$ cat src/rtl/rsnp_pkg.sv
`default_nettype none
package rsnp_pkg;

    localparam int COORD_FRAC_BITS = 16;
    localparam int DIR_FRAC_BITS   = 14;
    localparam int PICK_KINDS      = 5;

    localparam int COORD_W = 32;
    localparam int DIR_W   = 16;
    localparam int ID_W    = 32;
    localparam int KIND_W  = 4;
    localparam int DIST_W  = 32;
    localparam int CFG_W   = 32;
    localparam int CFG_IDX_W = 3;

    localparam int OC_W    = COORD_W + 1;
    localparam int MUL_W   = 34;
    localparam int PROD_W  = 2 * MUL_W;
    localparam int B_W     = 50;
    localparam int B_SPLIT = 26;
    localparam int BH_W    = B_W - 1 - B_SPLIT;
    localparam int ACC_W   = 100;
    localparam int ROOT_W  = ACC_W / 2;
    localparam int SEL_W   = ROOT_W + 2;

    localparam logic [CFG_IDX_W-1:0] CFG_ORIGIN_X = 3'd0;
    localparam logic [CFG_IDX_W-1:0] CFG_ORIGIN_Y = 3'd1;
    localparam logic [CFG_IDX_W-1:0] CFG_ORIGIN_Z = 3'd2;
    localparam logic [CFG_IDX_W-1:0] CFG_DIR_X    = 3'd3;
    localparam logic [CFG_IDX_W-1:0] CFG_DIR_Y    = 3'd4;
    localparam logic [CFG_IDX_W-1:0] CFG_DIR_Z    = 3'd5;

    // sphere radii with COORD_FRAC_BITS fraction bits, rounded half up
    localparam logic [MUL_W-1:0] RAD_MOB   =
        MUL_W'(((64'd110 << COORD_FRAC_BITS) + 64'd50) / 64'd100);
    localparam logic [MUL_W-1:0] RAD_BOSS  =
        MUL_W'(((64'd240 << COORD_FRAC_BITS) + 64'd50) / 64'd100);
    localparam logic [MUL_W-1:0] RAD_SMITH =
        MUL_W'(((64'd150 << COORD_FRAC_BITS) + 64'd50) / 64'd100);
    localparam logic [MUL_W-1:0] RAD_CHEST =
        MUL_W'(((64'd90 << COORD_FRAC_BITS) + 64'd50) / 64'd100);
    localparam logic [MUL_W-1:0] RAD_ROCK  =
        MUL_W'(((64'd120 << COORD_FRAC_BITS) + 64'd50) / 64'd100);

    typedef enum logic [1:0] {
        SH_NONE,
        SH_CROSS,
        SH_RAD,
        SH_HIGH
    } t_shift;

    typedef struct packed {
        logic   to_b;
        logic   neg;
        t_shift sh;
    } t_mac_ctl;

    function automatic logic [MUL_W-1:0] pick_radius(input logic [2:0] kind);
        logic [MUL_W-1:0] rad;
        unique case (kind)
            3'd0:    rad = RAD_MOB;
            3'd1:    rad = RAD_BOSS;
            3'd2:    rad = RAD_SMITH;
            3'd3:    rad = RAD_CHEST;
            3'd4:    rad = RAD_ROCK;
            default: rad = '0;
        endcase
        return rad;
    endfunction

endpackage
`default_nettype wire

$ cat src/rtl/rsnp_mac.sv
`default_nettype none
module rsnp_mac (
    input  wire logic                                i_clk,
    input  wire logic                                i_rst_n,
    input  wire logic                                i_clr,
    input  wire logic                                i_issue,
    input  wire logic signed [rsnp_pkg::MUL_W-1:0]   i_a,
    input  wire logic signed [rsnp_pkg::MUL_W-1:0]   i_b,
    input  wire rsnp_pkg::t_mac_ctl                  i_ctl,
    output logic signed [rsnp_pkg::B_W-1:0]          o_b,
    output logic signed [rsnp_pkg::ACC_W-1:0]        o_acc
);
    import rsnp_pkg::*;

    logic signed [PROD_W-1:0] r_prod;
    t_mac_ctl                 r_ctl;
    logic                     r_pvalid;
    logic signed [B_W-1:0]    r_b;
    logic signed [ACC_W-1:0]  r_acc;
    logic signed [ACC_W-1:0]  ext;
    logic signed [ACC_W-1:0]  shifted;
    logic signed [ACC_W-1:0]  addend;

    always_comb begin
        ext = ACC_W'(r_prod);
        unique case (r_ctl.sh)
            SH_NONE:  shifted = ext;
            SH_CROSS: shifted = ext <<< (B_SPLIT + 1);
            SH_RAD:   shifted = ext <<< (2 * DIR_FRAC_BITS);
            SH_HIGH:  shifted = ext <<< (2 * B_SPLIT);
            default:  shifted = ext;
        endcase
        addend = r_ctl.neg ? -shifted : shifted;
    end

    always_ff @(posedge i_clk) begin
        if (!i_rst_n) begin
            r_pvalid <= 1'b0;
        end else begin
            r_pvalid <= i_issue;
        end
        if (i_issue) begin
            r_prod <= i_a * i_b;
            r_ctl  <= i_ctl;
        end
        if (i_clr) begin
            r_b   <= '0;
            r_acc <= '0;
        end else if (r_pvalid) begin
            if (r_ctl.to_b) begin
                r_b <= r_b + B_W'(r_prod);
            end else begin
                r_acc <= r_acc + addend;
            end
        end
    end

    assign o_b   = r_b;
    assign o_acc = r_acc;

endmodule
`default_nettype wire

$ cat config.mk
export PLATFORM = sky130hd
export DESIGN_NAME = rsnp_mac
export DESIGN_NICKNAME = d
export VERILOG_FILES = /design/src/rtl/rsnp_pkg.sv /design/src/rtl/rsnp_mac.sv
export SDC_FILE = /design/constraint.sdc
export NUM_CORES = 2
export LEC_CHECK = 0
export BUFFER_PORTS_ARGS = -buffer_cell sky130_fd_sc_hd__buf_2
export CORE_ASPECT_RATIO = 0.8
export CORE_MARGIN = 4
export CORE_UTILIZATION = 39
export CTS_CLUSTER_SIZE = 12
export DETAILED_ROUTE_END_ITERATION = 7
export GPL_ROUTABILITY_DRIVEN = 0
export MAX_ROUTING_LAYER = met4
export SYNTH_ARGS = -nofsm -noshare
export SYNTH_HDL_FRONTEND = slang
export SYNTH_SLANG_ARGS = --single-unit
$ cat constraint.sdc
create_clock -name i_clk -period 10 [get_ports i_clk]
set_clock_uncertainty 0.2 [all_clocks]
set_input_delay 2 -clock i_clk [delete_from_list [all_inputs] [get_ports i_clk]]
set_output_delay 2 -clock i_clk [all_outputs]
set_load 0.005 [all_outputs]
-- Yosys cells after proc, flatten, opt, wreduce, memory -nomap -nowiden
Index checks and enable logic that the tools add are counted.
W data, S select, Z words.
- bits in registers: 223
- output and inout port bits: 150
- word-level logic and storage cells: 20
- add/subtract/negate cells: 3
- multiplexer cells: 2
- eq/ne operators: 3
- $mul: 1
- bitwise logic cells: 1
- reductions and logical operators: 3
- operators by type and width (cell ; count):
    $pmux W100 S4 ; 1
    $add A100 B100 Y100 ; 1
    $mux W100 ; 1
    $neg A100 Y100 ; 1
    $mul A34 B34 Y68 ; 1
    $add A50 B50 Y50 ; 1
    $eq A2 B2 Y1 const B ; 2
    $reduce_and A2 Y1 ; 2
    $eq A2 B1 Y1 const B ; 1
    $logic_not A2 Y1 ; 1
    $not A1 Y1 ; 1

-- Depth between registers and ports, before layout
- depth after elaboration: 5
- gate-level depth with buffers: 31

-- Least setup slack after synthesis
OpenSTA, ideal clock, no wires.
- path kind: input-to-reg
- start: in i_b[4] in the netlist's numbering
- end: reg r_prod[60], data pin
- required time: 9.535 ns
- path slack: 0.078 ns
- stages: 29
- arrival time: 9.457 ns
- buffers on the path: 3
- cell sequence: clkbuf_1 -> clkbuf_1 -> nand2_1 -> fa_1 -> fa_1 -> inv_1 -> fa_1 -> inv_1 -> fa_1 -> fa_1 -> inv_1 -> fa_1 -> fa_1 -> inv_1 -> fa_1 -> inv_1 -> ha_1 -> clkbuf_1 -> and4_1 -> nand2_1 -> or4_1 -> a311oi_1 -> o211ai_1 -> o21a_1 -> o211ai_1 -> a31oi_1 -> o21ai_0 -> a31oi_1 -> xnor2_1
- longest elaborated chain between the ends: 1
- ends and longest elaborated chain (element ; line ; source):
    from (decl) ; rsnp_mac.sv:8 ; input wire logic signed [rsnp_pkg::MUL_W-1:0] i_b,
    $mul A34 B34 Y68 ; rsnp_mac.sv:43 ; r_prod <= i_a * i_b;
    to (signal assigned) ; rsnp_mac.sv:43 ;
    to (decl) ; rsnp_mac.sv:15 ; logic signed [PROD_W-1:0] r_prod;
Every way passes these cells.
A chain may end at the register's enable or synchronous reset.

-- Final worst setup path
- start: in i_b[12] in the netlist's numbering
- end: reg r_prod[66], data pin
The elaborated chain is that of the path after synthesis.

==> impl_metrics.tcl <==
set metrics [dict create \
    clock-sinks 223 \
    track_usage 0.233 \
    post_synth_inst_count 6928 \
    postLayoutCoreUtil 0.430 \
    cp_slowest_stage_delay_ns 0.58 \
    cts_htree_levels 1 \
    synth.ff_latch_count 223 \
    timing.final.max_slew_violations 0 \
    synth.top_cells.by_count "inv_1, fa_1, nand2_1, and2_1, ha_1" \
    firstDrtPassIters 6 \
    path_class "in2reg" \
    placement_rows 129 \
    grt_first_pass_wirelength_um 294000 \
    grt_overflow 0 \
    syn-cell-area_mm2 0.0611 \
    final.period_utilization 0.973 \
    worstMarginPinSlew_ns 1.15 \
    cts_buffers 27 \
    netlist.area_leader.share 0.407 \
    ant_nets 0 \
    post_cts_buffers 0 \
    reg2regPathDepth 21 \
    hp-class "reg2reg" \
    grt_setup_unrepaired "false" \
    clock_latency_ns 0.59 \
    async_flop_share 0 \
    cap_violations 0 \
    floorplan.core_area_mm2 0.155 \
    route.final.wire_length_um 185000 \
    postCtsHoldBufs 0 \
    chipHeight_um 362 \
    critical_path_peak_fanout 14 \
    hold_violations 0 \
    synth_fp_nets 8600 \
    nets 8773 \
    layout-drive-gt1-share 0.0888 \
    hold_path_depth 2 \
    num_vias 48465 \
    dominantRegCellSynth "dfxtp_1" \
    port-buffer-count 225 \
    yosysSeqAreaShare 0.0849 \
    path_common_cell "fa_1" \
    worst_setup_hold_path_clk_slew_ns 0.06 \
    post-route-min-period_ns 9.73 \
    grt_start_max_net_pins 108 \
    layout.filler_cells 15338 \
    timing.critical_path.to_type "flop" \
    syn-mean-instance-area_um2 8.82 \
    synthMostInstantiatedCell "inv_1" \
    detail_route.iter0.violations 3679 \
    first_global_vias 49531 \
    wl_per_cell_um 20.0 \
    synth-edff-count 72 \
    place.detailed.hpwl_um 157000 \
    die_width_um 450 \
    hold_ws_ns 0.276 \
    drc 0 \
    critical_path.slowest_cell "or4_1" \
    dp_cell_count 9168 \
    io_pins 226 \
    number_of_antenna_violations_at_the_first_check_in_global_routing 8 \
    cts_repair_resize_count 0 \
    status "complete, no violations" \
    area_growth_syn_to_layout_pct 9.14 \
    bufs_on_longest_clock_path 3 \
    maxSlewHeadroom 0.225 \
    category_of_the_worst_setup_path_launch_point "input port" \
    peak_clock_frequency_supported_by_timing_mhz 103 \
    ys.warnings.count 0 \
    netlist-cell-type-count 83 \
    worstPathRequired_ns 10.12 \
    finalNonFillerCells 9225 \
    via_per_inst 5.25 \
    cp_data_arrival_time_ns 9.85 \
    yosys.area.top_type "fa_1" \
    floorplan.die_area_mm2 0.163 \
    ys_top_cells_by_area "fa_1, inv_1, ha_1" \
    initial_utilization 0.394 \
    clock_tree.root_cell "clkbuf_16" \
    cts_tree "done" \
    setup_viol 0 \
]
[kinds of logic after synthesis]
logic type | share of synthesized area
simple gates | 0.168
buf+inv | 0.104
fa+ha+maj | 0.480
compound gates | 0.100
mux | 0.0211
xor+xnor | 0.0421
flops | 0.0849
[per-layer routing]
layer	global-route usage	share of wire	vias up
met3	0.0390	0.082	230
met4	0.0335	0.018	0
met1	0.346	0.47	24557
met2	0.342	0.43	1760
li1	-	-	21918
met5	-	0	-
[through the flow]
step	TNS [ns]	setup slack [ns]	instance area, µm²
after floorplan	0	0.0780	61100
after global placement	-1.18	-0.255	65700
after detailed placement	-2.25	-0.380	65700
after CTS	0	0.186	66600
after global routing	0	0.0117	66700
final	0	0.274	66700
[final timing paths]
check / start / endpoint / slack, ns
hold / removal: o_acc[52] / o_acc[52] / 0.28
setup / recovery: i_b[12] / r_prod[66] / 0.27
setup reg to reg: r_ctl[0] / o_acc[99] / 2.46
hold reg to reg: o_acc[52] / o_acc[52] / 0.28
[cell type report]
class / count / area, µm² / area share
Inverter: 1322 / 4960 / 0.0744
Timing Repair Buffer: 500 / 3420 / 0.0513
Multi-Input combinational cell: 5027 / 49600 / 0.743
Clock buffer: 33 / 718 / 0.0108
Clock inverter: 15 / 193 / 0.00289
Antenna cell: 9 / 22.5 / 0.000338
Sequential cell: 223 / 5180 / 0.0778
Tap cell: 2096 / 2620 / 0.0393
[layout by cell type (no fill, tap or decap), types with 36 or more instances in the layout]
cell / Yosys / layout
buf_2: 12 / 224
xor2_1: 102 / 102
nand3_1: 37 / 37
nor2_1: 205 / 203
mux4_2: 36 / 36
inv_1: 1318 / 1318
edfxtp_1: 72 / 72
o21bai_1: 38 / 38
o21ai_0: 198 / 197
nor3_1: 48 / 48
a211oi_1: 51 / 51
dfxtp_1: 151 / 151
xnor2_1: 189 / 189
fa_1: 1243 / 1243
a21o_1: 85 / 85
buf_4: 4 / 258
a21oi_1: 332 / 332
nand2_1: 912 / 911
and2_1: 624 / 624
ha_1: 353 / 353
mux2i_1: 39 / 39
nand4_1: 47 / 47
a31oi_1: 43 / 43
[worst max-delay path, delay by kind of cell]
| family | cells | cell delay, ns |
|---|---|---|
| adders and majority gates | 9 | 4.21 |
| and+or+nand+nor | 4 | 0.99 |
| xor gates and xnor gates | 1 | 0.15 |
| buffers and inverters | 5 | 0.81 |
| AOI/OAI and AO/OA | 7 | 1.67 |
[sequential cells by signal, summed over array words and instances (netlist names)]
register	flops
o_acc	100
r_prod	68
o_b	50
r_ctl	4
r_pvalid	1
Power is not shown: default switching activity piles up to over one toggle a cycle in this logic, so the estimate is an artifact.
