File: config.mk
export PLATFORM = sky130hd
export DESIGN_NAME = rsnp_sqrt
export DESIGN_NICKNAME = d
export VERILOG_FILES = /design/src/rtl/rsnp_pkg.sv /design/src/rtl/rsnp_sqrt.sv
export SDC_FILE = /design/constraint.sdc
export NUM_CORES = 1
export LEC_CHECK = 0
export BUFFER_PORTS_ARGS = -buffer_cell sky130_fd_sc_hd__buf_2
export CORE_MARGIN = 2
export CORE_UTILIZATION = 30
export DETAILED_ROUTE_END_ITERATION = 6
export GPL_TIMING_DRIVEN = 0
export SLEW_MARGIN = 15
export SYNTH_ARGS = -nofsm -noshare
export SYNTH_HDL_FRONTEND = slang
export SYNTH_SLANG_ARGS = --single-unit
File: constraint.sdc
create_clock -name i_clk -period 17.83 [get_ports i_clk]
set_clock_uncertainty 0.15 [all_clocks]
set_input_delay 4.4575 -clock i_clk [delete_from_list [all_inputs] [get_ports i_clk]]
set_output_delay 4.4575 -clock i_clk [all_outputs]
set_load 0.01 [all_outputs]
File: src/rtl/rsnp_pkg.sv
`default_nettype none
package rsnp_pkg;

    localparam int COORD_FRAC_BITS = 16;
    localparam int DIR_FRAC_BITS   = 14;
    localparam int PICK_KINDS      = 5;

    localparam int COORD_W = 32;
    localparam int DIR_W   = 16;
    localparam int ID_W    = 32;
    localparam int KIND_W  = 4;
    localparam int DIST_W  = 32;
    localparam int CFG_W   = 32;
    localparam int CFG_IDX_W = 3;

    localparam int OC_W    = COORD_W + 1;
    localparam int MUL_W   = 34;
    localparam int PROD_W  = 2 * MUL_W;
    localparam int B_W     = 50;
    localparam int B_SPLIT = 26;
    localparam int BH_W    = B_W - 1 - B_SPLIT;
    localparam int ACC_W   = 100;
    localparam int ROOT_W  = ACC_W / 2;
    localparam int SEL_W   = ROOT_W + 2;

    localparam logic [CFG_IDX_W-1:0] CFG_ORIGIN_X = 3'd0;
    localparam logic [CFG_IDX_W-1:0] CFG_ORIGIN_Y = 3'd1;
    localparam logic [CFG_IDX_W-1:0] CFG_ORIGIN_Z = 3'd2;
    localparam logic [CFG_IDX_W-1:0] CFG_DIR_X    = 3'd3;
    localparam logic [CFG_IDX_W-1:0] CFG_DIR_Y    = 3'd4;
    localparam logic [CFG_IDX_W-1:0] CFG_DIR_Z    = 3'd5;

    // sphere radii with COORD_FRAC_BITS fraction bits, rounded half up
    localparam logic [MUL_W-1:0] RAD_MOB   =
        MUL_W'(((64'd110 << COORD_FRAC_BITS) + 64'd50) / 64'd100);
    localparam logic [MUL_W-1:0] RAD_BOSS  =
        MUL_W'(((64'd240 << COORD_FRAC_BITS) + 64'd50) / 64'd100);
    localparam logic [MUL_W-1:0] RAD_SMITH =
        MUL_W'(((64'd150 << COORD_FRAC_BITS) + 64'd50) / 64'd100);
    localparam logic [MUL_W-1:0] RAD_CHEST =
        MUL_W'(((64'd90 << COORD_FRAC_BITS) + 64'd50) / 64'd100);
    localparam logic [MUL_W-1:0] RAD_ROCK  =
        MUL_W'(((64'd120 << COORD_FRAC_BITS) + 64'd50) / 64'd100);

    typedef enum logic [1:0] {
        SH_NONE,
        SH_CROSS,
        SH_RAD,
        SH_HIGH
    } t_shift;

    typedef struct packed {
        logic   to_b;
        logic   neg;
        t_shift sh;
    } t_mac_ctl;

    function automatic logic [MUL_W-1:0] pick_radius(input logic [2:0] kind);
        logic [MUL_W-1:0] rad;
        unique case (kind)
            3'd0:    rad = RAD_MOB;
            3'd1:    rad = RAD_BOSS;
            3'd2:    rad = RAD_SMITH;
            3'd3:    rad = RAD_CHEST;
            3'd4:    rad = RAD_ROCK;
            default: rad = '0;
        endcase
        return rad;
    endfunction

endpackage
`default_nettype wire

File: src/rtl/rsnp_sqrt.sv
`default_nettype none
module rsnp_sqrt (
    input  wire logic                         i_clk,
    input  wire logic                         i_rst_n,
    input  wire logic                         i_start,
    input  wire logic [rsnp_pkg::ACC_W-1:0]   i_n,
    output logic                              o_done,
    output logic [rsnp_pkg::ROOT_W-1:0]       o_root
);
    import rsnp_pkg::*;

    localparam int REM_W = ROOT_W + 4;
    localparam int CNT_W = $clog2(ROOT_W + 1);

    logic [ACC_W-1:0]  r_n;
    logic [REM_W-1:0]  r_rem;
    logic [ROOT_W-1:0] r_root;
    logic [CNT_W-1:0]  r_cnt;
    logic              r_busy;
    logic              r_done;
    logic [REM_W-1:0]  rem_s;
    logic [REM_W-1:0]  trial;

    always_comb begin
        rem_s = {r_rem[REM_W-3:0], r_n[ACC_W-1 -: 2]};
        trial = REM_W'({r_root, 2'b01});
    end

    always_ff @(posedge i_clk) begin
        if (!i_rst_n) begin
            r_busy <= 1'b0;
            r_done <= 1'b0;
            r_cnt  <= '0;
        end else begin
            r_done <= 1'b0;
            if (i_start) begin
                r_busy <= 1'b1;
                r_cnt  <= '0;
                r_n    <= i_n;
                r_rem  <= '0;
                r_root <= '0;
            end else if (r_busy) begin
                // one root bit per step, two radicand bits shifted in
                r_n <= r_n << 2;
                if (rem_s >= trial) begin
                    r_rem  <= rem_s - trial;
                    r_root <= {r_root[ROOT_W-2:0], 1'b1};
                end else begin
                    r_rem  <= rem_s;
                    r_root <= {r_root[ROOT_W-2:0], 1'b0};
                end
                r_cnt <= r_cnt + 1'b1;
                if (r_cnt == CNT_W'(ROOT_W - 1)) begin
                    r_busy <= 1'b0;
                    r_done <= 1'b1;
                end
            end
        end
    end

    assign o_done = r_done;
    assign o_root = r_root;

endmodule
`default_nettype wire

Word level (Yosys, flattened, before mapping). Index checks and enable logic that the tools add are counted.

Register bits after elaboration: 210. Input port bits: 103. Output and inout port bits: 51. Word-level logic and storage cells: 26.

Add/sub/neg operators: 2. Magnitude comparators: 1. Equality and inequality tests: 1. Multiplexer cells: 10. Bitwise logic cells: 2. Reductions and logical operators: 4.

Operators with widths (number): 2-to-1 mux 100 bit (2); 2-to-1 mux 52 bit (2); greater-or-equal comparator 54 x 52 -> 1 bit (1); subtractor 52 bit (1); 2-to-1 mux 50 bit (1); adder 6 x 1 -> 6 bit (second input constant) (1); == test 6 bit (second input constant) (1); 2-to-1 mux 1 bit (5); OR reduction 3 bit (1); NOT 1 bit (2); AND reduction 2 bit (1); nonzero test 2 bit (1); OR reduction 2 bit (1).

Logic depth before layout (Yosys ltp). Gate-level depths: netlist of the first run.

Depth after elaboration: 4. Depth in mapped cells: 13. Depth with buffers taken out: 12.

Least setup slack after synthesis of the first run. Ideal clock, no wire load.

Path kind: input port to flip-flop. Start: input i_start. End: register r_root[0] (netlist: o_root[0]) (enable). Library setup time: 581 ps. Arrival time: 9550 ps. Data required time: 17099 ps. Setup slack: 7548 ps. Stages on the path: 3. Path buffers: 2. Cells stage by stage: clkbuf_1 > clkbuf_1 > o21a_1.

Longest elaborated chain between the ends: 2.

RTL lines: start: declaration (line rsnp_sqrt.sv:5) `input wire logic i_start,`; nonzero test 2 bit (no line); AND reduction 2 bit (no line); end signal: assignment (line rsnp_sqrt.sv:47) `r_root <= {r_root[ROOT_W-2:0], 1'b1};`; end signal: assignment (line rsnp_sqrt.sv:50) `r_root <= {r_root[ROOT_W-2:0], 1'b0};`; end: declaration (line rsnp_sqrt.sv:17) `logic [ROOT_W-1:0] r_root;`.

Every way passes these cells. A chain may end at the register's enable or synchronous reset.

Final worst setup path of the first run.
Start: input i_start. End: register r_root[22] (netlist: o_root[22]) (enable).

The elaborated chain is that of the path after synthesis.

==> results of run 1 <==
stage by stage:
step                total power [mW]  hold WS, ns  setup slack (ns)
detailed placement             0.959        0.369             10.27
CTS                             1.51        0.368             10.86
global placement               0.959        0.322              4.56
floorplan                      0.867        0.308              7.55
global route                    1.56        0.385             10.76
finish                          1.49        0.371             11.01
layout make-up:
type,instances,area [um2]
antenna,1,2.50
buffer,55,236
clock buffer,29,662
clock inverter,19,200
fill,4028,25300
inverter,68,255
multi-input combinational,751,5360
sequential,210,6230
tap,525,657
timing repair buffer,157,853
cells in the mapped netlist (all sizes together), types with 12 or more instances:
master / count
o21bai: 12
nand2b: 12
inv: 68
nand3: 12
ha: 54
a211oi: 16
a21oi: 65
nand4: 27
buf: 21
mux2i: 29
nor2: 136
o21ai: 31
o21a: 13
nand2: 56
mux2: 99
xnor2: 24
clkbuf: 34
xor2: 20
edfxtp: 202
a21o: 31
kinds of logic after synthesis:
| group | share of synthesized area |
|---|---|
| adder cells (fa/ha/maj) | 0.0560 |
| XOR/XNOR | 0.0319 |
| multiplexers | 0.116 |
| flip-flops | 0.516 |
| AO/OA/AOI/OAI | 0.117 |
| AND/OR/NAND/NOR | 0.122 |
| buffers and inverters | 0.0407 |
metal layers:
| layer | track usage | share of wire | vias to the layer above |
|---|---|---|---|
| met1 | 0.190 | 0.43 | 4275 |
| met3 | 0.0402 | 0.080 | 69 |
| li1 | - | - | 4375 |
| met2 | 0.242 | 0.45 | 306 |
| met5 | 0 | 0.00080 | - |
| met4 | 0.0507 | 0.034 | 4 |
registers in the layout, indices dropped and copies added (netlist names):
signal,flops
r_n,100
r_rem,52
o_root,50
r_cnt,6
o_done,1
r_busy,1
report_power, final:
part | internal [mW] | switching, mW
registers | 0.592 | 0.0158
clock network | 0.323 | 0.214
logic | 0.140 | 0.202
final timing paths:
check                                              from                       end  slack (ns)  depth (start not counted)
worst min-delay path              r_cnt[5]$_SDFFE_PP0P_         o_done$_SDFF_PP0_        0.37                          2
worst max-delay path                            i_start  o_root[22]$_SDFFCE_PP0P_       11.01                          6
worst max register to register  o_root[0]$_SDFFCE_PP0P_    r_rem[1]$_SDFFCE_PP0P_       13.79                         11
worst min register to register    r_cnt[5]$_SDFFE_PP0P_         o_done$_SDFF_PP0_        0.37                          2
critical path, cell delays in order:
cell,delay [ns]
sky130_fd_sc_hd__buf_2,0.12
sky130_fd_sc_hd__clkbuf_1,0.49
sky130_fd_sc_hd__clkbuf_1,0.57
sky130_fd_sc_hd__o21a_4,0.58
sky130_fd_sc_hd__buf_16,0.34
sky130_fd_sc_hd__buf_12,0.28
==> impl_summary.md, run 1 <==
Logic synthesis
By area the synthesized netlist is led by sky130_fd_sc_hd__edfxtp_1, sky130_fd_sc_hd__mux2_2, sky130_fd_sc_hd__ha_1. When the netlist entered floorplanning its net count stood at 1241. In this run the mean area of a mapped cell was 11.1 um2. The predominant post-synthesis flop cell is sky130_fd_sc_hd__edfxtp_1.

After synthesis, the share of flip-flops with an asynchronous set or reset is 0. The part of the Yosys area used for sequential elements is 0.516. The distinct cell type count after synthesis is 66.

The post-synthesis cell area is 0.0121 mm2. Counting every instance in the synthesized netlist gives 1084. The number of warnings reported in the yosys synthesis log is 0. The portion of synthesized cell area occupied by the leading cell type is 0.502. The synthesized design spends more area on one cell type than any other, namely sky130_fd_sc_hd__edfxtp_1. The post-synthesis sequential element count is 210. Counting flops with a built-in enable in the synthesized netlist gives 202.

Floorplanning
In this run the count of I/O pins placed on the die edge is 154. The die boundary height is 205 um. The floorplan has 73 rows. The die width is 205 um.

For this configuration, the core starts out at a cell density of 0.304. The core region is between 0.03 and 0.04 mm2. The area of the die is 0.0419 mm2.

Layout
The non-filler instance count after layout is 1815. The post-route cell area is about 0.014 mm2. The layout cell share with drive strength beyond 1 is 0.249. Leaving out fill and tap cells, the most frequent cells in the layout are sky130_fd_sc_hd__edfxtp_1, sky130_fd_sc_hd__buf_2, sky130_fd_sc_hd__nor2_1.

At the end of the flow, the number of nets in the layout was about 1400. The library cell used most frequently in the layout, excluding fill and tap cells, is sky130_fd_sc_hd__edfxtp_1. The synthesis-to-layout area growth is 19.7%. For this run, the share of the core covered by cells in the final layout is 0.364.

GRT
Across every metal layer, demand over resource in global routing totals 0.149. The via count of the first global-routing pass is 9242. The overflow left after global routing is 0. The largest net degree at the start of global routing is 56. The wire length of the first global-routing pass is 49.6 mm.

The number of antenna violations at the first check in global routing came to 6.

Worst setup path
STA puts the critical path data required time at 17.91 ns. The highest net fanout along the worst path is 55. The critical path startpoint category is an input port. The critical path in this run is classified as in -> reg.

The arrival time at the worst endpoint is 6.91 ns. The worst setup path is captured at a register.

Placed design
The congestion estimate from routability-driven global placement came to between 0.9 and 1. The total instance count after detailed placement is 1766. Detailed placement ended at an HPWL of 23.1 mm. The count of buffers from port buffering is 153.

The placed instances occupy a cell area of 0.0136 mm2.

STA
The maximum clock frequency is roughly 150 MHz. Setup repair after global routing left no endpoint under its margin. The final setup violation count is 0. The final max-slew violation count is 0. The final hold violation count came to 0. Of the available clock period, the critical path in the final layout requires 0.383. At the pin with the least slew margin, the transition time is 0.883 ns. For the finished layout, the period the worst path requires is 6.82 ns. For the final routed database, the setup TNS stands at 0 ns.

The max-slew headroom at the worst pin is 0.411.

Job
The max-cap violation count is 0.

Drt
The aggregate routed wire length is roughly 31 mm. The post-detailed-route DRC marker count is 0. After the first detailed-routing iteration, the DRC count stood at 555. The via density per instance is 4.97. Across all layers, the routed design uses about 9000 vias. The pre-antenna-repair detailed-routing pass consisted of 5 iterations. In this run the remaining antenna-violating nets after routing total 0. After detailed routing, the average wire length per cell comes to approximately 17 um.

Clocking
The H-tree depth is 1. The tree is rooted in a sky130_fd_sc_hd__clkbuf_16. The CTS tree is built. The maximum clock path buffer count is 3. For this design, the sink count on the clock tree is 210.

The clock-pin slew of the registers on the worst-case setup and hold paths is 0.06 ns. Post-CTS repair changed the size of 0 cells. The total of hold buffers inserted after clock tree synthesis is 0.

The number of post-CTS setup repair buffers is 0. The clock network latency to the later pin of the worst-skew pair is 0.55 ns. Buffers inserted during clock tree synthesis total 26.

Pwr
The power density over the cells is just over 100 mW/mm2. The peak supply drop is 0.0000694 V. The standby leakage power is 5.83 nW.

Min path
The worst min-delay path category is reg -> reg.

Outcome
The run finished with clean final reports.
No activity file was read; power rests on OpenSTA's default activity.
==> run 2, diff against run 1 <==
- clock period: 17.83 -> 6.1 ns (I/O delays scaled with it)
==> run 2 against run 1 <==
Net effect: non-clock buffer count did not move; critical path depth rose by 1; hold slack got worse by 0.023 ns; largest power group unchanged; highest routed layer unchanged.
==> impl_summary.md, run 2 (synthesis gave the netlist of run 1 again) <==
Pwr
The part of the power in the clock network is 0.378. The peak supply drop is 0.000219 V. Power comes to 4.47 mW. The internal power component is roughly 3.2 mW. The standby leakage power is 5.87 nW. The part of the power in registers is 0.397. The switching share of power is 0.280. In this run the power spent charging and discharging nets is 1.25 mW. The power share of the combinational group is 0.224. The power density over the cells is 308 mW/mm2.

STA
The maximum clock frequency is roughly 240 MHz. In this run the tightest slew margin relative to its limit is 0.385. In the finished design, the share of the clock period the worst path needs comes to 0.692.

The final max-slew violation count was 0. Setup repair after global routing left no endpoint under its margin. The setup slack of the critical path after layout is 1.88 ns. The post-layout minimum cycle time is 4.22 ns.

The final setup violation count is 0. The final hold violation count is 0. The actual slew at the worst max-slew pin is 0.922 ns.

Layout
From synthesis to final layout, the design area changed by 20.3%. Leaving out fill and tap cells, the most frequent cell in the layout is sky130_fd_sc_hd__edfxtp_1. The register with the most flip-flops is r_n. At the end of the flow the core is filled with cells to 0.366. After the flow finishes, the layout carries non-filler instances totaling 1813. The post-route cell area is 0.0145 mm2. The final net count is 1426. The layout cell share with drive strength beyond 1 is 0.253.

In the layout the commonest cells are sky130_fd_sc_hd__edfxtp_1, sky130_fd_sc_hd__buf_2, sky130_fd_sc_hd__nor2_1. The register with the most flip-flops in the layout has 100 of them.

Placed design
The last weighted congestion value of the routability-driven placer is a little under 0.9. The estimated wirelength of the detail-placed design is 23.3 mm. Before CTS, the worst setup slack after placement is 1.16 ns.

The count of buffers from port buffering is 153. Counting tap cells, the placed design contains a total of ~1800 instances. In this run the cell area measured after placement is approximately 0.014 mm2.

Worst setup path
The critical path required time is 6.16 ns. The critical-path cell with the highest stage delay is sky130_fd_sc_hd__clkbuf_1. The maximum single-stage delay on the critical path is about 0.57 ns. In this run the worst setup path begins at i_start.

The arrival time at the worst endpoint is 4.28 ns. Of all nets on the critical path, the largest fanout is 56. The critical path startpoint category is an input port. The category of the most critical setup path is in -> reg. STA classifies the critical path endpoint as a register. Traced cell by cell, the critical path runs through buf_2, clkbuf_1, clkbuf_1, o21a_4, buf_12, buf_12, buf_16. The worst reg2reg path startpoint is o_root[34]$_SDFFCE_PP0P_.

Floorplanning
The die width is around 200 um. Measured along the y axis, the die boundary spans 205 um. The floorplan step defined a core boundary enclosing slightly below 0.04 mm2. The initial utilization of the core area, before any placement, comes to 0.304. The number of primary I/O pins is 154. The die covers 0.0419 mm2. The floorplan row count is 73.

Clocking
The H-tree depth is 1. At the later pin of the worst-skew pair, clock insertion delay measures around 0.55 ns. The cell chosen for the clock root is sky130_fd_sc_hd__clkbuf_16. The post-CTS resize count is 0. The total clock buffers created by CTS is 26. Clock tree synthesis found a total of 210 sinks. The CTS tree is built. The clock-pin slew of the registers on the worst-case setup and hold paths is 0.06 ns. The maximum clock path buffer count is 3. In this run, post-CTS hold repair placed 0 buffers. Once the clock tree was built, the setup fixing pass inserted 0 buffers.

Drt
The aggregate routed wire length is 31.3 mm. The violation count after the first detailed-routing iteration is 520. The number of search-and-repair iterations in the first detailed-routing pass is 5. The post-detailed-route DRC marker count is 0.

After detailed routing, the number of vias per cell comes to ~5.0. The post-detailed-route wirelength per cell is around 17 um. The post-detailed-route count of antenna-violating nets is 0. The routed layout has between 9000 and 10000 vias.

GRT
In the global route stage, overall resource usage came out at 0.150. The wire length of the first global-routing pass is 49.9 mm. After global routing, the most crowded layer is met2.

The number of antenna violations at the first check in global routing is 2. For met3 alone, demand over resource in global routing was 0.0457. The met2 capacity usage during global routing is 0.242.

The via count of the first global-routing pass was 9286. The met1 routing resource usage after global routing is 0.192. The largest net degree at the start of global routing is 57.

The overflow left after global routing is 0.

Job
The max-cap violation count is 0.

Min path
The worst min-delay path startpoint is r_cnt[5]$_SDFFE_PP0P_. The tightest min-delay check is of the reg -> reg type.

Outcome
The flow ran to the end, and the final reports show no timing, DRC or antenna violations.
run 2: critical path: cells and delay by family:
| family | cells | cell delay [ns] |
|---|---|---|
| buffers and inverters | 6 | 2.11 |
| AOI/OAI and AO/OA | 1 | 0.56 |
run 2: per-layer routing:
layer / share of wire / up-vias / wire [um]
met3: 0.085 / 55 / 2660
met5: 0.00041 / - / 13
met1: 0.43 / 4342 / 13400
met2: 0.46 / 285 / 14400
met4: 0.027 / 2 / 836
li1: - / 4363 / -
run 2: worst paths after layout:
path / to / slack [ns] / depth (start not counted)
setup reg to reg: r_rem[1]$_SDFFCE_PP0P_ / 2.05 / 12
setup / recovery: r_n[25]$_DFFE_PP_ / 1.88 / 7
hold / removal: r_cnt[5]$_SDFFE_PP0P_ / 0.35 / 2
hold reg to reg: r_cnt[5]$_SDFFE_PP0P_ / 0.35 / 2
run 2: stage by stage:
step	hold WS (ns)	TNS, ns
final	0.348	0
after CTS	0.347	0
after global placement	0.326	-252.10
after global routing	0.403	0
after detailed placement	0.333	0
after floorplan	0.308	0
run 2: power groups by stage:
| stage | logic (mW) | registers (mW) | clock network [mW] |
|---|---|---|---|
| after floorplan | 0.716 | 1.81 | 0 |
| after global placement | 0.974 | 1.82 | 0 |
| after detailed placement | 0.997 | 1.81 | 0 |
| after CTS | 1.00 | 1.78 | 1.75 |
| after global routing | 1.12 | 1.79 | 1.79 |
| final | 1.00 | 1.78 | 1.69 |
run 2: cell type report:
cell class              instances  area, um2
clock buffers                  33        718
flip-flops and latches        210       6230
diodes                          1       2.50
inverters                      68        255
repair buffers                157        853
fillers                      3995      25200
multi-input cells             751       5360
clock inverters                13        216
plain buffers                  55        236
well taps                     525        657
